[config.mk]
export PLATFORM = sky130hd
export DESIGN_NAME = tbp_ctrl
export DESIGN_NICKNAME = d
export VERILOG_FILES = /design/src/rtl/core/tournament_branch_predictor_assert.svh /design/src/rtl/core/tbp_pkg.sv /design/src/rtl/core/tbp_ctrl.sv
export SDC_FILE = /design/constraint.sdc
export NUM_CORES = 1
export LEC_CHECK = 0
export ABC_AREA = 1
export BUFFER_PORTS_ARGS = -buffer_cell sky130_fd_sc_hd__buf_4
export CAP_MARGIN = 15
export CELL_PAD_IN_SITES_DETAIL_PLACEMENT = 1
export CELL_PAD_IN_SITES_GLOBAL_PLACEMENT = 1
export CORE_AREA = 2 2 39 41
export CTS_BUF_LIST = sky130_fd_sc_hd__clkbuf_4 sky130_fd_sc_hd__clkbuf_8
export DETAILED_ROUTE_END_ITERATION = 16
export DIE_AREA = 0 0 41 43
export PLACE_DENSITY_LB_ADDON = 0.2
export SLEW_MARGIN = 10
export SYNTH_ARGS = -nofsm -noshare
export SYNTH_HDL_FRONTEND = slang
export SYNTH_SLANG_ARGS = --single-unit
[constraint.sdc]
create_clock -name clk -period 1 [get_ports clk]
set_input_delay 0.05 -clock clk [delete_from_list [all_inputs] [get_ports clk]]
set_output_delay 0.05 -clock clk [all_outputs]
set_load 0.1 [all_outputs]
[src/rtl/core/tournament_branch_predictor_assert.svh]
// Assertion macros for the tournament branch predictor.
// Used by the top level; expects clk and rst in scope.
`ifndef TOURNAMENT_BRANCH_PREDICTOR_ASSERT_SVH
`define TOURNAMENT_BRANCH_PREDICTOR_ASSERT_SVH

// Same-cycle implication, checked out of reset
`define TBP_ASSERT_IMP(label, ante, cons) \
  label: assert property (@(posedge clk) disable iff (rst) (ante) |-> (cons)) \
    else $error("tournament predictor check failed");

// Next-cycle implication, checked out of reset
`define TBP_ASSERT_NEXT(label, ante, cons) \
  label: assert property (@(posedge clk) disable iff (rst) (ante) |=> (cons)) \
    else $error("tournament predictor check failed");

`endif

[src/rtl/core/tbp_pkg.sv]
// Shared types and constants for the tournament branch predictor.
// No dependencies; used by the controller, datapath and top level.
`default_nettype none

package tbp_pkg;

  // Default table index widths (log2 of table depths)
  localparam int GH_MAX_DEF = 12;
  localparam int LH_MAX_DEF = 12;
  localparam int PC_MAX_DEF = 12;

  // Configuration register file
  localparam int CFG_W     = 4;
  localparam int CFG_IDX_W = 2;
  localparam logic [CFG_IDX_W-1:0] REG_GH_BITS = 2'd0;
  localparam logic [CFG_IDX_W-1:0] REG_LH_BITS = 2'd1;
  localparam logic [CFG_IDX_W-1:0] REG_PC_BITS = 2'd2;
  localparam logic [CFG_W-1:0] GH_BITS_RST = 4'd9;
  localparam logic [CFG_W-1:0] LH_BITS_RST = 4'd10;
  localparam logic [CFG_W-1:0] PC_BITS_RST = 4'd10;

  // Two-bit saturating counters
  localparam int CTR_W = 2;
  localparam logic [CTR_W-1:0] CTR_MAX = 2'd3;

  // Controller to datapath commands
  typedef struct packed {
    logic clear_en;
    logic accept_pred;
    logic accept_train;
    logic cap_li;
    logic load_out;
    logic write_back;
  } tbp_cmd_t;

  // Datapath to controller status
  typedef struct packed {
    logic clear_last;
    logic out_free;
  } tbp_sts_t;

endpackage

`default_nettype wire

[src/rtl/core/tbp_ctrl.sv]
// Controller FSM for the tournament branch predictor.
// Depends on tbp_pkg; drives commands into tbp_dp.
`default_nettype none

module tbp_ctrl (
  input  wire logic              clk,
  input  wire logic              rst,
  input  wire logic              req_valid,
  input  wire logic              req_type,
  output logic                   req_stall,
  input  wire tbp_pkg::tbp_sts_t sts,
  output tbp_pkg::tbp_cmd_t      cmd
);
  import tbp_pkg::*;

  localparam logic [2:0] S_CLEAR  = 3'd0;
  localparam logic [2:0] S_IDLE   = 3'd1;
  localparam logic [2:0] S_PRD_A  = 3'd2;
  localparam logic [2:0] S_PRD_B  = 3'd3;
  localparam logic [2:0] S_PRD_C  = 3'd4;
  localparam logic [2:0] S_TRN_RD = 3'd5;
  localparam logic [2:0] S_TRN_WR = 3'd6;

  logic [2:0] state;
  logic [2:0] state_next;

  // Input beat only taken when idle
  assign req_stall = (state != S_IDLE);

  always_comb begin
    cmd              = '0;
    cmd.clear_en     = (state == S_CLEAR);
    cmd.accept_pred  = (state == S_IDLE) && req_valid && !req_type;
    cmd.accept_train = (state == S_IDLE) && req_valid && req_type;
    cmd.cap_li       = (state == S_PRD_B);
    cmd.load_out     = (state == S_PRD_C) && sts.out_free;
    cmd.write_back   = (state == S_TRN_WR);
  end

  // Next state
  always_comb begin
    state_next = state;
    unique case (state)
      S_CLEAR: begin
        if (sts.clear_last) state_next = S_IDLE;
      end
      S_IDLE: begin
        if (cmd.accept_pred) state_next = S_PRD_A;
        else if (cmd.accept_train) state_next = S_TRN_RD;
      end
      S_PRD_A:  state_next = S_PRD_B;
      S_PRD_B:  state_next = S_PRD_C;
      S_PRD_C: begin
        if (sts.out_free) state_next = S_IDLE;
      end
      S_TRN_RD: state_next = S_TRN_WR;
      S_TRN_WR: state_next = S_IDLE;
      default:  state_next = S_IDLE;
    endcase
  end

  always_ff @(posedge clk) begin
    if (rst) begin
      state <= S_CLEAR;
    end else begin
      state <= state_next;
    end
  end

endmodule

`default_nettype wire

---- Word level (Yosys, flattened, before mapping) ----
Cells that the tools add are included.
storage, ports and cells
  register bits after elaboration ......... 3
  output and inout port bits .............. 7
operators by class
  eq/ne operators ......................... 10
  mux-type cells .......................... 5
  reductions and logical operators ........ 7
operators with widths
  cell                                                    count
  case mux 3 bit (6 select lines)                         1
  two-way mux 3 bit                                       4
  equality test 3 bit (second input constant)             3
  equality test 3 x 2 -> 1 bit (second input constant)    2
  logical AND 1 bit                                       4
  inequality test 2 bit (second input constant)           2
  equality test 3 x 1 -> 1 bit (second input constant)    1
  zero test 3 bit                                         1
  inequality test 3 x 1 -> 1 bit (second input constant)  1
  inequality test 3 bit (second input constant)           1
  AND reduction 3 bit                                     1
  zero test 1 bit                                         1

---- Depth between registers and ports, before layout ----
  depth in word-level cells ............... 6
  depth in mapped cells ................... 8
  depth with buffers taken out ............ 7

---- Worst setup path before layout ----
Ideal clock, no wire load.
  path type ............................... flip-flop to output port
  from .................................... reg state[2]
  to ...................................... out cmd[1] (netlist bit)
  arrival ................................. 3.322 ns
  slack ................................... -2.372 ns
  cell stages (with the launch flop) ...... 3
  path through ............................ dfxtp_1 inv_2 nor4_1
RTL lines
  what                    RTL line        source
  from (decl)             tbp_ctrl.sv:24  logic [2:0] state;
  from (signal assigned)  tbp_ctrl.sv:66  state <= state_next;
  to (decl)               tbp_ctrl.sv:12  output tbp_pkg::tbp_cmd_t cmd

==> flow_summary.html <==
<table>
<tr><th>Metric</th><th>Value</th></tr>
<tr><th colspan="2">Finish</th></tr>
<tr><td>Ratio of cells with drive above 1 in the final layout</td><td>63.89%</td></tr>
<tr><td>Area growth from synthesis to final layout</td><td>156.3%</td></tr>
<tr><td>Highest-count cells in the layout ignoring fill and taps</td><td>buf_4, inv_1, nand3_1, nand2_1, buf_12</td></tr>
<tr><td>Commonest non-fill, non-tap cell in the layout</td><td>buf_4</td></tr>
<tr><td>Largest register FFs</td><td>3</td></tr>
<tr><td>Largest reg by FF count</td><td>state</td></tr>
<tr><td>Biggest regs</td><td>state (3)</td></tr>
<tr><td>Post-layout net count</td><td>79</td></tr>
<tr><td>Non-filler cells, final</td><td>88</td></tr>
<tr><td>Inserted Diodes</td><td>0</td></tr>
<tr><td>Final design instance area without fill</td><td>660.6 um2</td></tr>
<tr><th colspan="2">Worst setup path</th></tr>
<tr><td>Worst Reg2Reg Path Length in Cells</td><td>8</td></tr>
<tr><td>Endpoint of the worst-slack reg-to-reg timing path</td><td>state[2]$_SDFFE_PP0P_</td></tr>
<tr><td>Startpoint of the most critical register-to-register path</td><td>state[1]$_SDFFE_PP0P_</td></tr>
<tr><td>Req. time, crit path</td><td>950 ps</td></tr>
<tr><td>Worst R2R Setup Slack</td><td>-250 ps</td></tr>
<tr><td>Largest fanout on the critical path</td><td>4</td></tr>
<tr><td>Data arrival time at the worst-slack endpoint</td><td>1250 ps</td></tr>
<tr><td>WS Path Type</td><td>flip-flop to primary output</td></tr>
<tr><td>Endpoint type of the worst setup path</td><td>primary output</td></tr>
<tr><td>Critical path startpoint category</td><td>flip-flop</td></tr>
<tr><th colspan="2">STA</th></tr>
<tr><td>Worst slew margin relative to its limit</td><td>81.45%</td></tr>
<tr><td>Peak Freq</td><td>769.2 MHz</td></tr>
<tr><td>Final setup fails</td><td>10</td></tr>
<tr><td>Final max-slew violation count</td><td>0</td></tr>
<tr><td>Worst clock skew</td><td>1.324 ps</td></tr>
<tr><td>RSZ-0062 raised after global routing</td><td>true</td></tr>
<tr><td>Final worst setup slack</td><td>-300.1 ps</td></tr>
<tr><td>Final number of hold-violating endpoints</td><td>0</td></tr>
<tr><td>Sum of negative setup slack</td><td>-2403 ps</td></tr>
<tr><td>Transition time at the pin with the least slew margin</td><td>280.6 ps</td></tr>
<tr><td>Period utilization</td><td>130.0%</td></tr>
<tr><td>Clock period minus worst slack</td><td>1300 ps</td></tr>
<tr><th colspan="2">Route</th></tr>
<tr><td>Post-detailed-route count of antenna-violating nets</td><td>0</td></tr>
<tr><td>Wirelength per Cell</td><td>10.95 um</td></tr>
<tr><td>Sum of routed wire length over all layers</td><td>964 um</td></tr>
<tr><td>DRC violation total after the first TritonRoute iteration</td><td>2</td></tr>
<tr><td>Remaining design rule violation count</td><td>0</td></tr>
<tr><td>Routed vias</td><td>373</td></tr>
<tr><td>Number of detailed-route iterations in the first pass</td><td>2</td></tr>
<tr><td>Vias per Instance</td><td>4.239</td></tr>
<tr><th colspan="2">Synth</th></tr>
<tr><td>Number of synthesized register bits</td><td>3</td></tr>
<tr><td>Yosys cell types</td><td>17</td></tr>
<tr><td>Mapped cell area</td><td>257.7 um2</td></tr>
<tr><td>Number of cells produced by synthesis</td><td>44</td></tr>
<tr><td>Post-synthesis sequential area ratio</td><td>23.30%</td></tr>
<tr><td>Avg Cell Area, Syn</td><td>5.858 um2</td></tr>
<tr><td>Synth Net Count</td><td>50</td></tr>
<tr><td>Synth warn</td><td>0</td></tr>
<tr><th colspan="2">Placement</th></tr>
<tr><td>Placer Congestion</td><td>0.7819</td></tr>
<tr><td>Number of input and output port buffers inserted</td><td>12</td></tr>
<tr><td>Placed cells</td><td>79</td></tr>
<tr><td>Placed cell areas</td><td>496.7 um2</td></tr>
<tr><td>Half-perimeter wire length after placement</td><td>676.2 um</td></tr>
<tr><th colspan="2">GRT</th></tr>
<tr><td>GRT Resource Usage Total</td><td>13.54%</td></tr>
<tr><td>Largest net degree at the start of global routing</td><td>8</td></tr>
<tr><td>Number of antenna violations at the first check in global routing</td><td>0</td></tr>
<tr><td>Global-route wire length before repair</td><td>1580 um</td></tr>
<tr><td>Overflow left after global routing</td><td>0</td></tr>
<tr><td>Number of global-route vias before repair</td><td>366</td></tr>
<tr><th colspan="2">Power</th></tr>
<tr><td>Fraction of power consumed by the clock network</td><td>12.3%</td></tr>
<tr><td>Net switching fraction of the power</td><td>53.44%</td></tr>
<tr><td>PwrDens</td><td>3016 nW/um2</td></tr>
<tr><td>Max IR drop VDD</td><td>1063 uV</td></tr>
<tr><td>NetSw</td><td>1.065 mW</td></tr>
<tr><td>Pint</td><td>0.9278 mW</td></tr>
<tr><td>Combinational Power Share</td><td>77.4%</td></tr>
<tr><td>P_leak</td><td>0.3078 nW</td></tr>
<tr><td>Part of the total power dissipated in sequential elements</td><td>10.4%</td></tr>
<tr><th colspan="2">Clock network</th></tr>
<tr><td>TritonCTS clock tree</td><td>built</td></tr>
<tr><td>Clock tree root driver cell</td><td>clkbuf_4</td></tr>
<tr><td>Num Clock Sinks</td><td>3</td></tr>
<tr><td>CTS clock-pin slew for the worst setup and hold paths</td><td>40 ps</td></tr>
<tr><td>Clk Latency, worst-skew pair</td><td>230 ps</td></tr>
<tr><td>Clock H-tree levels</td><td>1</td></tr>
<tr><td>CTS Buf Count</td><td>3</td></tr>
<tr><td>Number of buffers on the longest clock path</td><td>2</td></tr>
<tr><th colspan="2">Flow run</th></tr>
<tr><td>Max-Cap Viols</td><td>0</td></tr>
<tr><th colspan="2">Worst hold path</th></tr>
<tr><td>Worst hold-check path type</td><td>primary input to flip-flop</td></tr>
<tr><td>Hold Path Depth</td><td>4</td></tr>
<tr><td>WHS Endpoint</td><td>state[0]$_SDFFE_PP0P_</td></tr>
<tr><td>Startpoint of the worst hold path</td><td>req_type</td></tr>
<tr><th colspan="2">Floorplan</th></tr>
<tr><td>DIE WIDTH</td><td>41 um</td></tr>
<tr><td>Area of the placeable core</td><td>1384 um2</td></tr>
<tr><td>I/O pin count</td><td>13</td></tr>
<tr><td>Placement Rows</td><td>14</td></tr>
<tr><td>Total Die Area</td><td>1763 um2</td></tr>
<tr><td>Starting density of the core</td><td>18.63%</td></tr>
<tr><td>Die H</td><td>43 um</td></tr>
<tr><th colspan="2">Outcome</th></tr>
<tr><td>Status</td><td>complete, but fails checks</td></tr>
<tr><td>Failing checks</td><td>negative setup slack</td></tr>
</table>
[worst max-delay path by stage]
stage,from,endpoint,slack (ps),cells after the start
floorplan,state[0]$_SDFFE_PP0P_,cmd[3],-670,5
global placement,state[0]$_SDFFE_PP0P_,cmd[4],-150,7
detailed placement,state[0]$_SDFFE_PP0P_,cmd[4],-150,7
CTS,state[0]$_SDFFE_PP0P_,cmd[4],-300,7
global route,state[0]$_SDFFE_PP0P_,cmd[4],-370,7
finish,state[1]$_SDFFE_PP0P_,cmd[4],-300,6
[cells in the mapped netlist]
cell,instances,area [um2]
nor2_2,2,12.51
o21a_1,1,7.510
nor4_1,1,6.260
nor3_1,3,15.01
inv_1,9,33.78
nand2_2,1,6.260
o21ai_1,1,5.000
a21oi_1,1,5.000
nor2_1,4,15.01
inv_2,3,11.26
dfxtp_1,3,60.06
nand3_1,5,25.02
a31oi_1,1,6.260
buf_6,1,11.26
nand3b_1,1,7.510
o21bai_1,1,7.510
nand2_1,6,22.52
[routing by layer]
layer	track usage, %	vias up	routed length, um
li1	-	193	-
met1	17.63	168	395
met2	20.31	12	525
met3	4.712	0	43
met4	4.000	0	0
met5	0	-	0
[stage by stage]
step,hold WS [ps],setup WS (ps),utilization [%],power (mW)
CTS,196.0,-302.8,46.20,1.936
global route,236.1,-369.2,47.74,2.113
floorplan,112.0,-670.6,-,1.152
detailed placement,226.1,-150.1,35.90,1.455
finish,190.7,-300.1,47.74,1.993
global placement,229.4,-152.9,35.90,1.446
[critical path, cell delays in order, from the launching register on]
cell and delay (ps):
dfxtp_4 350, nor2_4 180, nand2_8 80, nor2_4 80, nand2_2 70, clkinvlp_4 80, buf_12 160
[power groups by stage]
stage               clock, mW  sequential (mW)  combinational [mW]
floorplan                   0            0.209               0.943
global placement            0            0.205                1.24
detailed placement          0            0.205                1.25
CTS                     0.248            0.205                1.48
global route            0.271            0.212                1.63
finish                  0.244            0.207                1.54
[area by class of cell]
type,instances,area [um2]
Inverter,12,57.56
Fill cell,169,723.2
Timing Repair Buffer,25,264.0
Sequential cell,3,66.31
Multi-Input combinational cell,28,222.7
Clock buffer,4,30.03
Tap cell,16,20.02
[cell families (layout without fill, tap and decap cells)]
kind of cell	count (synthesis)	after routing	synth area share, %
simple gates	23	23	42.72
buf+inv	13	41	21.84
compound gates	5	5	12.14
flops	3	3	23.30
[what timing repair did]
action | in CTS | in global routing
setup buffers | 3 | 1
hold buffers | 1 | 0
pin swaps | 3 | 3
endpoints found under the setup margin | 10 | 10
endpoints found under the hold margin | 2 | 0
resized for setup | 19 | 4
Power figures use the tool's default switching activity.
